**config.mk**
```make
export PLATFORM = sky130hd
export DESIGN_NAME = mru_key_list
export DESIGN_NICKNAME = d
export VERILOG_FILES = /design/src/sv/mkl_pkg.sv /design/src/sv/mkl_cell.sv /design/src/sv/mkl_ctrl.sv /design/src/sv/mru_key_list.sv
export SDC_FILE = /design/constraint.sdc
export NUM_CORES = 2
export LEC_CHECK = 0
export BUFFER_PORTS_ARGS = -buffer_cell sky130_fd_sc_hd__buf_2
export CORE_UTILIZATION = 60
export DETAILED_ROUTE_END_ITERATION = 16
export HOLD_SLACK_MARGIN = 0.05
export PLACE_DENSITY = 0.87
export RECOVER_POWER = 100
export SLEW_MARGIN = 0
export SYNTH_ARGS = -nofsm -noshare
export SYNTH_HDL_FRONTEND = slang
export SYNTH_HIERARCHICAL = 1
export SYNTH_SLANG_ARGS = --single-unit
```
**constraint.sdc**
```tcl
create_clock -name clock -period 13.5 [get_ports clock]
set_input_delay 2.7 -clock clock [delete_from_list [all_inputs] [get_ports clock]]
set_output_delay 2.7 -clock clock [all_outputs]
set_load 0.1 [all_outputs]
```
**src/sv/mkl_pkg.sv**
```systemverilog
// Package for the MRU key list: sizes, request codes, cell controls and state types.
// Used by mkl_cell, mkl_ctrl and mru_key_list; depends on nothing else.

package mkl_pkg;

   localparam int DEPTH    = 16;
   localparam int KEY_BITS = 32;
   localparam int CNT_BITS = $clog2(DEPTH + 1);
   localparam int CAP_BITS = 5;

   typedef logic [KEY_BITS-1:0] key_type;
   typedef logic [CNT_BITS-1:0] cnt_type;

   typedef enum logic [1:0] {
      MODE_INSERT = 2'd0,
      MODE_REMOVE = 2'd1,
      MODE_CLEAR  = 2'd2,
      MODE_LIST   = 2'd3
   } mode_type;

   typedef enum logic [1:0] {
      CELL_HOLD,
      CELL_INSERT,
      CELL_REMOVE,
      CELL_ROTATE
   } cell_op_type;

   typedef struct packed {
      cell_op_type op;
      key_type     key;
   } cell_ctl_type;

   typedef enum logic {
      ST_IDLE,
      ST_LIST
   } state_type;

   // A capacity of zero keeps one entry; anything above the cell count keeps all.
   function automatic cnt_type eff_cap(logic [CAP_BITS-1:0] value);
      cnt_type result;
      if (value == '0) begin
         result = cnt_type'(1);
      end else if (32'(value) > DEPTH) begin
         result = cnt_type'(DEPTH);
      end else begin
         result = cnt_type'(value);
      end
      return result;
   endfunction

endpackage

```
**src/sv/mkl_cell.sv**
```systemverilog
// One storage cell of the MRU key list chain: holds a key and compares it.
// Depends on mkl_pkg.

module mkl_cell
   import mkl_pkg::*;
(
   input  logic         clock,
   input  cell_ctl_type ctl,
   input  logic         occupied,
   input  logic         tail,
   input  key_type      left_key,
   input  key_type      right_key,
   input  key_type      wrap_key,
   input  logic         hit_in,
   output logic         hit_out,
   output key_type      key_q
);

   key_type key_ff;
   key_type key_in;
   logic    match;

   assign match   = occupied && (key_ff == ctl.key);
   assign hit_out = hit_in | match;
   assign key_q   = key_ff;

   // Insert shifts everything ahead of the old copy one place back; remove
   // closes the gap behind the matching cell; rotate walks the list forward.
   always_comb begin
      key_in = key_ff;
      case (ctl.op)
         CELL_INSERT: begin
            if (!hit_in) begin
               key_in = left_key;
            end
         end
         CELL_REMOVE: begin
            if (hit_out) begin
               key_in = right_key;
            end
         end
         CELL_ROTATE: begin
            key_in = tail ? wrap_key : right_key;
         end
         default: begin
            key_in = key_ff;
         end
      endcase
   end

   always_ff @(posedge clock) begin
      key_ff <= key_in;
   end

endmodule

```
**src/sv/mkl_ctrl.sv**
```systemverilog
// Sequencer of the MRU key list: request decode, entry count, capacity and result register.
// Depends on mkl_pkg; drives the cell chain of mru_key_list.

module mkl_ctrl
   import mkl_pkg::*;
(
   input  logic                clock,
   input  logic                reset,
   input  logic                req_tvalid,
   output logic                req_tready,
   input  logic [1:0]          req_tuser,
   input  key_type             req_key,
   output logic                rsp_tvalid,
   input  logic                rsp_tready,
   output key_type             rsp_key,
   output logic                rsp_tlast,
   output logic                rsp_empty,
   output logic                rsp_present,
   input  logic                csr_wr_en,
   input  logic [CAP_BITS-1:0] csr_wr_data,
   input  logic                found,
   input  key_type             head_key,
   output cell_ctl_type        cell_ctl,
   output cnt_type             count
);

   state_type           state_ff, state_in;
   cnt_type             count_ff, count_in;
   cnt_type             left_ff, left_in;
   logic [CAP_BITS-1:0] cap_ff, cap_in;
   logic                rsp_valid_ff, rsp_valid_in;
   key_type             rsp_key_ff, rsp_key_in;
   logic                rsp_last_ff, rsp_last_in;
   logic                rsp_empty_ff, rsp_empty_in;
   logic                rsp_present_ff, rsp_present_in;

   logic     out_free;
   logic     accept;
   logic     load;
   mode_type mode;
   cnt_type  cap_eff;
   cnt_type  kept;
   cnt_type  cap_new;

   assign out_free   = !rsp_valid_ff || rsp_tready;
   assign req_tready = (state_ff == ST_IDLE) && out_free;
   assign accept     = req_tvalid && req_tready;
   assign mode       = mode_type'(req_tuser);
   assign cap_eff    = eff_cap(cap_ff);
   assign cap_new    = eff_cap(csr_wr_data);
   assign kept       = count_ff - cnt_type'(found);

   always_comb begin
      state_in = state_ff;
      case (state_ff)
         ST_IDLE: begin
            if (accept && mode == MODE_LIST && count_ff != '0) begin
               state_in = ST_LIST;
            end
         end
         ST_LIST: begin
            if (out_free && left_ff == cnt_type'(1)) begin
               state_in = ST_IDLE;
            end
         end
         default: begin
            state_in = ST_IDLE;
         end
      endcase
   end

   always_comb begin
      cell_ctl.op    = CELL_HOLD;
      cell_ctl.key   = req_key;
      count_in       = count_ff;
      left_in        = left_ff;
      cap_in         = cap_ff;
      load           = 1'b0;
      rsp_key_in     = rsp_key_ff;
      rsp_last_in    = rsp_last_ff;
      rsp_empty_in   = rsp_empty_ff;
      rsp_present_in = rsp_present_ff;
      case (state_ff)
         ST_IDLE: begin
            if (accept) begin
               load           = 1'b1;
               rsp_key_in     = '0;
               rsp_last_in    = 1'b1;
               rsp_empty_in   = 1'b0;
               rsp_present_in = 1'b0;
               case (mode)
                  MODE_INSERT: begin
                     cell_ctl.op    = CELL_INSERT;
                     rsp_present_in = found;
                     count_in       = ((kept >= cap_eff) ? cap_eff - cnt_type'(1) : kept)
                                      + cnt_type'(1);
                  end
                  MODE_REMOVE: begin
                     cell_ctl.op    = CELL_REMOVE;
                     rsp_present_in = found;
                     count_in       = kept;
                  end
                  MODE_CLEAR: begin
                     count_in = '0;
                  end
                  MODE_LIST: begin
                     if (count_ff == '0) begin
                        rsp_empty_in = 1'b1;
                     end else begin
                        load    = 1'b0;
                        left_in = count_ff;
                     end
                  end
                  default: begin
                     count_in = count_ff;
                  end
               endcase
            end
         end
         ST_LIST: begin
            if (out_free) begin
               cell_ctl.op    = CELL_ROTATE;
               load           = 1'b1;
               rsp_key_in     = head_key;
               rsp_last_in    = (left_ff == cnt_type'(1));
               rsp_empty_in   = 1'b0;
               rsp_present_in = 1'b0;
               left_in        = left_ff - cnt_type'(1);
            end
         end
         default: begin
            load = 1'b0;
         end
      endcase
      // Write capacity only while idle (not checked); a lower one drops oldest entries.
      if (csr_wr_en) begin
         cap_in = csr_wr_data;
         if (count_ff > cap_new) begin
            count_in = cap_new;
         end
      end
      if (load) begin
         rsp_valid_in = 1'b1;
      end else if (rsp_tready) begin
         rsp_valid_in = 1'b0;
      end else begin
         rsp_valid_in = rsp_valid_ff;
      end
   end

   always_ff @(posedge clock) begin
      if (reset) begin
         state_ff     <= ST_IDLE;
         count_ff     <= '0;
         left_ff      <= '0;
         cap_ff       <= CAP_BITS'(DEPTH);
         rsp_valid_ff <= 1'b0;
      end else begin
         state_ff     <= state_in;
         count_ff     <= count_in;
         left_ff      <= left_in;
         cap_ff       <= cap_in;
         rsp_valid_ff <= rsp_valid_in;
      end
   end

   always_ff @(posedge clock) begin
      rsp_key_ff     <= rsp_key_in;
      rsp_last_ff    <= rsp_last_in;
      rsp_empty_ff   <= rsp_empty_in;
      rsp_present_ff <= rsp_present_in;
   end

   assign rsp_tvalid  = rsp_valid_ff;
   assign rsp_key     = rsp_key_ff;
   assign rsp_tlast   = rsp_last_ff;
   assign rsp_empty   = rsp_empty_ff;
   assign rsp_present = rsp_present_ff;
   assign count       = count_ff;

endmodule

```
**src/sv/mru_key_list.sv**
```systemverilog
// Top level of the MRU key list: a chain of key cells and its sequencer.
// Depends on mkl_pkg, mkl_cell and mkl_ctrl.
//
// A request carries a mode in req_tuser (insert, remove, clear, list) and a key in
// req_tdata. Insert moves the key to the front, removing an older copy and dropping
// the oldest entry when the list is full; remove deletes a stored copy; clear
// empties the list. Each of these returns one result in the cycle after the request,
// with tlast set and, for insert and remove, tuser[1] telling whether the key was
// already stored. A list request returns the stored keys most recent first, one per
// cycle while the receiver does not stall, the last one with tlast; with nothing
// stored it returns one result, in the cycle after the request, with tuser[0] set.
// Update requests are taken one per cycle while results drain; a list request holds
// the request side until its last entry is handed on, because the cell chain rotates
// by one cell for every key it hands to the result register.
// csr_wr_data sets the capacity (zero acts as one, above 16 acts as 16); writing a
// smaller capacity drops the oldest entries at once. Write it only while idle.
// Reset empties the list and sets the capacity to 16. When the receiver stalls, the
// result register holds its result and no new request is taken.

module mru_key_list
   import mkl_pkg::*;
(
   input  logic                clock,
   input  logic                reset,
   input  logic                req_tvalid,
   output logic                req_tready,
   input  logic [31:0]         req_tdata,   // [31:0] key
   input  logic [1:0]          req_tuser,   // [1:0] mode
   output logic                rsp_tvalid,
   input  logic                rsp_tready,
   output logic [31:0]         rsp_tdata,   // [31:0] entry_key
   output logic                rsp_tlast,
   output logic [1:0]          rsp_tuser,   // [0] list_empty, [1] was_present
   input  logic                csr_wr_en,
   input  logic [CAP_BITS-1:0] csr_wr_data
);

   cell_ctl_type cell_ctl;
   cnt_type      count;
   key_type      key_q [DEPTH];
   logic         hit [DEPTH+1];
   key_type      rsp_key;

   assign hit[0] = 1'b0;

   for (genvar i = 0; i < DEPTH; i++) begin : g_cell
      key_type left_key;
      key_type right_key;

      if (i == 0) begin : g_head
         assign left_key = req_tdata;
      end else begin : g_body
         assign left_key = key_q[i-1];
      end

      if (i == DEPTH - 1) begin : g_end
         assign right_key = key_q[i];
      end else begin : g_mid
         assign right_key = key_q[i+1];
      end

      mkl_cell u_cell (
         .clock     (clock),
         .ctl       (cell_ctl),
         .occupied  (cnt_type'(i) < count),
         .tail      (cnt_type'(i + 1) == count),
         .left_key  (left_key),
         .right_key (right_key),
         .wrap_key  (key_q[0]),
         .hit_in    (hit[i]),
         .hit_out   (hit[i+1]),
         .key_q     (key_q[i])
      );
   end

   mkl_ctrl u_ctrl (
      .clock       (clock),
      .reset       (reset),
      .req_tvalid  (req_tvalid),
      .req_tready  (req_tready),
      .req_tuser   (req_tuser),
      .req_key     (req_tdata),
      .rsp_tvalid  (rsp_tvalid),
      .rsp_tready  (rsp_tready),
      .rsp_key     (rsp_key),
      .rsp_tlast   (rsp_tlast),
      .rsp_empty   (rsp_tuser[0]),
      .rsp_present (rsp_tuser[1]),
      .csr_wr_en   (csr_wr_en),
      .csr_wr_data (csr_wr_data),
      .found       (hit[DEPTH]),
      .head_key    (key_q[0]),
      .cell_ctl    (cell_ctl),
      .count       (count)
   );

   assign rsp_tdata = rsp_key;

endmodule
```
# ---- Word level (Yosys, flattened, before mapping)
# Cells that the tools add are included.
dict set report word_totals {
  reg_bits 564
  input_bits 44
  out_inout_bits 37
  elab_cells 235
}
dict set report classes {
  n_addsub 4
  magnitude_cmp 20
  n_eq_ne 45
  muxes 89
  bitwise 16
  n_reduce_logical 36
}
# operator count
set op_table {}
lappend op_table {{32-bit case mux with 3 select lines} 15}
lappend op_table {{32-bit two-way mux} 33}
lappend op_table {{32-bit equality test} 16}
lappend op_table {{32-bit case mux with 2 select lines} 2}
lappend op_table {{5-bit two-way mux} 13}
lappend op_table {{4-bit by 5-bit equality test with 1-bit output (first input constant)} 8}
lappend op_table {{4-bit by 5-bit < comparator with 1-bit output (first input constant)} 8}
lappend op_table {{1-bit logical AND} 21}
lappend op_table {{3-bit by 5-bit equality test with 1-bit output (first input constant)} 4}
lappend op_table {{3-bit by 5-bit < comparator with 1-bit output (first input constant)} 4}
lappend op_table {{5-bit logical NOT} 3}
lappend op_table {{1-bit two-way mux} 15}
lappend op_table {{1-bit bitwise OR} 15}
lappend op_table {{5-bit case mux with 3 select lines} 1}
lappend op_table {{2-bit by 5-bit equality test with 1-bit output (first input constant)} 2}
lappend op_table {{5-bit greater-than comparator (second input constant)} 2}
lappend op_table {{1-bit by 5-bit < comparator with 1-bit output (first input constant)} 2}
lappend op_table {{2-bit by 5-bit < comparator with 1-bit output (first input constant)} 2}
lappend op_table {{1-bit case mux with 2 select lines} 5}
lappend op_table {{5-bit case mux with 2 select lines} 1}
lappend op_table {{5-bit by 1-bit subtractor with 5-bit output (second input constant)} 2}
lappend op_table {{2-bit equality test (second input constant)} 4}
lappend op_table {{2-bit inequality test (second input constant)} 4}
lappend op_table {{2-bit case mux with 2 select lines} 2}
lappend op_table {{other kinds (20)} 26}

# ---- Longest topological paths before layout
dict set report logic_depth {
  ltp_word 26
  ltp_mapped 39
}

# ---- Modules after synthesis
# Netlist, hierarchy kept.
# mod n_inst cells_each area_each_um2
set modules_own_cells {}
lappend modules_own_cells {mkl_cell 16 187 1990.7}
lappend modules_own_cells {mkl_ctrl 1 313 3086.7}
lappend modules_own_cells {mru_key_list 1 52 264.0}

# ---- Worst setup path after synthesis
# Ideal clock, no wire load.
dict set report synth_path {
  path_type {in2reg}
  from {input port req_tdata[4]}
  to {register u_ctrl.count_ff[4] (netlist: u_ctrl/count[4])}
  setup_time_ns 0.095
  t_arrival_ns 8.754
  required_ns 13.405
  slack_ns 4.651
  cell_stages 39
  path_cell_list {buf_4 xnor2_1 nand4_1 nor3_1 nand4_1 nand2b_1 nand2b_1 nand2b_1 nand2b_1 nand2b_1 nand2b_1 nand2b_1 nand2b_1 nand2b_1 nand2b_1 nand2b_1 nand2b_1 nand2b_1 (+3 left out) ha_1 ha_1 nor2b_1 nor2b_1 xor2_1 ha_1 nand4_1 o21bai_1 nor2_2 mux2i_1 ha_1 clkbuf_1 and4b_1 a31oi_1 xor2_1 nand2_1 o211ai_1 a221oi_1}
}
# element line_no
set synth_rtl {}
lappend synth_rtl {{start: declaration} mru_key_list.sv:27} ;# input logic [31:0] req_tdata,
lappend synth_rtl {{end signal: assignment} mkl_ctrl.sv:160} ;# count_ff <= count_in;
lappend synth_rtl {{end: declaration} mkl_ctrl.sv:28} ;# cnt_type count_ff, count_in;

==> metrics <==
result of the run=finished with violations; violations in the final reports=capacitance limit, slew limit; global-route wire length before repair=around 160 mm; clock transition at the registers of the reported paths=approximately 60 ps; fraction of synthesized area in multiplexers=15.3%; power consumption=a little under 0.006 W; Switch Pwr=0.00210 W; maximum fanout encountered on the critical timing path=between 100 and 150; CTS Buffer Depth=3; cell-by-cell listing of the critical path=clkbuf_1 > a31oi_1 > nor2_1 > clkbuf_1 > buf_4 > inv_1 > o21ai_0 > buf_4; number of antenna violations at the first check in global routing=15; Total Wirelength=roughly 110 mm; combinational family with the most area after synthesis=multiplexers; synthesized instance count=roughly 3.4k; number of library cell types mapped by synthesis=56; share of Yosys cell area claimed by the top area cell type=between 40 and 50%; Yosys warnings=6; internal power consumption=0.00377 W; power density relative to cell area=157 nW/um^2; detailed-router iteration count before antenna repair=12; post-synthesis instance area=35200 sq um; Async S/R FF share, synth=0%; Sum Neg Setup Slack=0 ps; worst slew slack as a fraction of its limit=-228%; aggregate global-route resource usage=around a third; post-detailed-placement half-perimeter wirelength=70.1 mm; area overhead of the layout relative to synthesis=6.34%; clock tree from TritonCTS=done; maximum number of pins on one net before global-route repair=approximately 240; most instantiated flip-flop cell in the synthesis netlist=sky130_fd_sc_hd__edfxtp_1; per-cell routed wire length=25.7 microns; vias in the first global route=about 26k; synthesized-area fraction occupied by ao, oa, aoi and oai cells=between 8 and 9%; std cell rows=between 80 and 90; Hold-fix buffers, CTS=0; share of the yosys chip area belonging to registers=a little under half; required time at the worst-slack endpoint=between 10000 and 15000 ps; Routability Congestion=0.934; relative contribution of combinational cells to total power=around 30%; count of boundary I/O pins=81; EDFF count, synth=547; min Tclk post-route=~12000 ps; vertical die dimension=244 microns; measured slew at the worst slew-check pin=just under 5000 ps; worst hold path class=reg -> reg; maximum level of the CTS H-tree=2; nature of the critical path endpoint=flip-flop; number of buffers inserted during clock tree synthesis=57; most area-hungry cell type in the Yosys netlist=sky130_fd_sc_hd__edfxtp_1; Synth Area per Inst=approximately 10 sq um; Largest stage delay, worst path=between 3000 and 4000 ps; Layout Nets=3394; final-report max-slew violation count=approximately 1.7k; largest voltage drop on the vdd net=approximately 0.12 mV; instance area at placement=~36000 sq um; maximum clock frequency=roughly 0.087 GHz; sinks on the clock net=approximately 560; share of final-layout standard cells stronger than drive strength 1=roughly 4.3%; filler cell count in the final layout=between 4k and 5k; Pleak=15.6 nW; Port Buffer Count=80; CP arrival=11790 ps; Core Footprint=roughly 58000 sq um; cell total after placement=~4.0k; post-synthesis register bit count=approximately 560; number of vias per cell=roughly 6.6; portion of total power attributed to sequential cells=around 45%; number of nets still failing antenna checks after routing=0; post-layout instance area=37400 sq um; floorplan die width=244 microns; worst clock skew=~25 ps; Post-Synth Simple-Gate Area=between 10 and 15%; # Post-CTS Setup Buffers=0; via total after detailed routing=27.5k; post-cts resize count=0; die area=59600 sq um; Clock power frac=a little over a quarter; final global-route overflow total=0; share of the cycle needed by the critical path after routing=approximately 85%; RSZ-0062 raised after global routing=false; # Max-Cap Violations=46; initial core utilization=60.9%; cell with the largest stage delay on the worst path=sky130_fd_sc_hd__clkbuf_1; clk_lat worst skew=about 630 ps; Area contributors post-synth=sky130_fd_sc_hd__edfxtp_1 (47%), sky130_fd_sc_hd__mux2i_1 (15%), sky130_fd_sc_hd__xnor2_1 (9.6%), sky130_fd_sc_hd__a21oi_1 (7.5%), sky130_fd_sc_hd__nor2_1 (5.8%); synthesized-area fraction occupied by xor and xnor cells=between 10 and 15%; critical path class=in -> reg; number of hold violations in the final report=0; master cell of the clock root buffer=sky130_fd_sc_hd__clkbuf_16; startpoint kind of the worst setup timing path=input pin; # DRC=0; total of endpoints with negative setup slack in the final report=0; Cell Count, Final, Fillers Out=4152; post-synthesis share of cell area spent on full adders, half adders and majority gates=0.569%; switching part of the total=around 36%; drt first-iter violations=~4.3k
-- layout make-up --
type / instances / area [sq um] / area share [%]
diodes: 12 / 30.0 / 0.0802
clock buffers: 80 / 1590 / 4.26
clock inverters: 20 / 145 / 0.388
inverters: 32 / 120 / 0.321
multi-input cells: 2554 / 17300 / 46.1
flip-flops and latches: 564 / 16800 / 44.8
well taps: 765 / 957 / 2.56
repair buffers: 125 / 563 / 1.50
-- metal layers --
metal	global-route usage, %	up-vias	wire, microns
li1	-	12000	-
met1	47.2	13100	39800
met2	52.4	1994	47100
met3	10.3	317	15100
met4	15.1	2	4660
met5	0	-	11
-- kinds of logic after synthesis --
kind of cell / after synthesis
buffers and inverters: 240
xor gates and xnor gates: 519
muxes: 537
AOI/OAI and AO/OA: 586
adders and majority gates: 16
and+or+nand+nor: 894
other: 1
DFF: 564
-- cells in the mapped netlist (all sizes together), types with 3 or more instances --
cell type and count:
buf 116, nand2b 27, clkbuf 92, nor4 49
ha 16, or3 6, nor2 548, xnor2 387
nand3 19, nand2 64, o32ai 3, o211ai 3
nand4 100, dfxtp 17, nor2b 8, nor3 32
a211oi 3, and2 33, o21ai 23, a21o 3
o21bai 3, a221oi 3, a21oi 528, xor2 132
a31oi 4, inv 32, edfxtp 547, mux2i 536
-- sequential cells by signal (all words and copies together), names as in the netlist --
signal and flops:
u_ctrl/rsp_present 1, u_ctrl/rsp_tvalid 1, u_ctrl/cap_ff 5, u_ctrl/rsp_key 32, u_ctrl/rsp_empty 1, g_cell.u_cell/key_q 512, u_ctrl/rsp_tlast 1, u_ctrl/count 5
u_ctrl/left_ff 5, u_ctrl/state_ff 1
-- final timing paths --
check                     from                         end  slack (ps)  cells past startpoint
max               req_tuser[0]  g_cell[5].u_cell/key_q[26]        2000                      8
min          u_ctrl/left_ff[4]           u_ctrl/left_ff[4]         470                      2
max reg2reg    u_ctrl/state_ff  g_cell[5].u_cell/key_q[26]        2290                      8
min reg2reg  u_ctrl/left_ff[4]           u_ctrl/left_ff[4]         470                      2
-- critical path: cells and delay by family --
family,cells,cell delay [ps]
buffers and inverters,5,5510
AND/OR/NAND/NOR,1,490
AO/OA/AOI/OAI,2,2920
-- placed cells by master, fill, tap and decap left out, types with 31 or more instances in the layout --
cell type                   synthesis  routed
sky130_fd_sc_hd__xor2_1           131     131
sky130_fd_sc_hd__clkbuf_16          0      58
sky130_fd_sc_hd__clkbuf_1          92      90
sky130_fd_sc_hd__buf_2             19      38
sky130_fd_sc_hd__a21oi_1          528     528
sky130_fd_sc_hd__xnor2_1          387     387
sky130_fd_sc_hd__nand2_1           63      58
sky130_fd_sc_hd__inv_1             32      32
sky130_fd_sc_hd__nand4_1          100     100
sky130_fd_sc_hd__edfxtp_1         547     547
sky130_fd_sc_hd__nor3_1            31      31
sky130_fd_sc_hd__nor4_1            49      49
sky130_fd_sc_hd__mux2i_1          536     536
sky130_fd_sc_hd__nor2_1           547     548
-- power by group through the flow --
stage,sequential (W),combinational (W),clock [W]
CTS,0.00260,0.00166,0.00153
detailed placement,0.00263,0.00164,0
floorplan,0.00267,0.00113,0
global route,0.00265,0.00185,0.00159
finish,0.00263,0.00172,0.00153
global placement,0.00262,0.00158,0
-- stage by stage --
| step | hold slack, ps | worst slack [ps] | util (%) |
|---|---|---|---|
| global placement | 451 | 3530 | 62.3 |
| finish | 469 | 2000 | 64.8 |
| floorplan | 440 | 4650 | - |
| detailed placement | 460 | 3290 | 62.3 |
| global route | 496 | 1770 | 64.7 |
| CTS | 468 | 3890 | 65.4 |
Power figures use the tool's default switching activity.
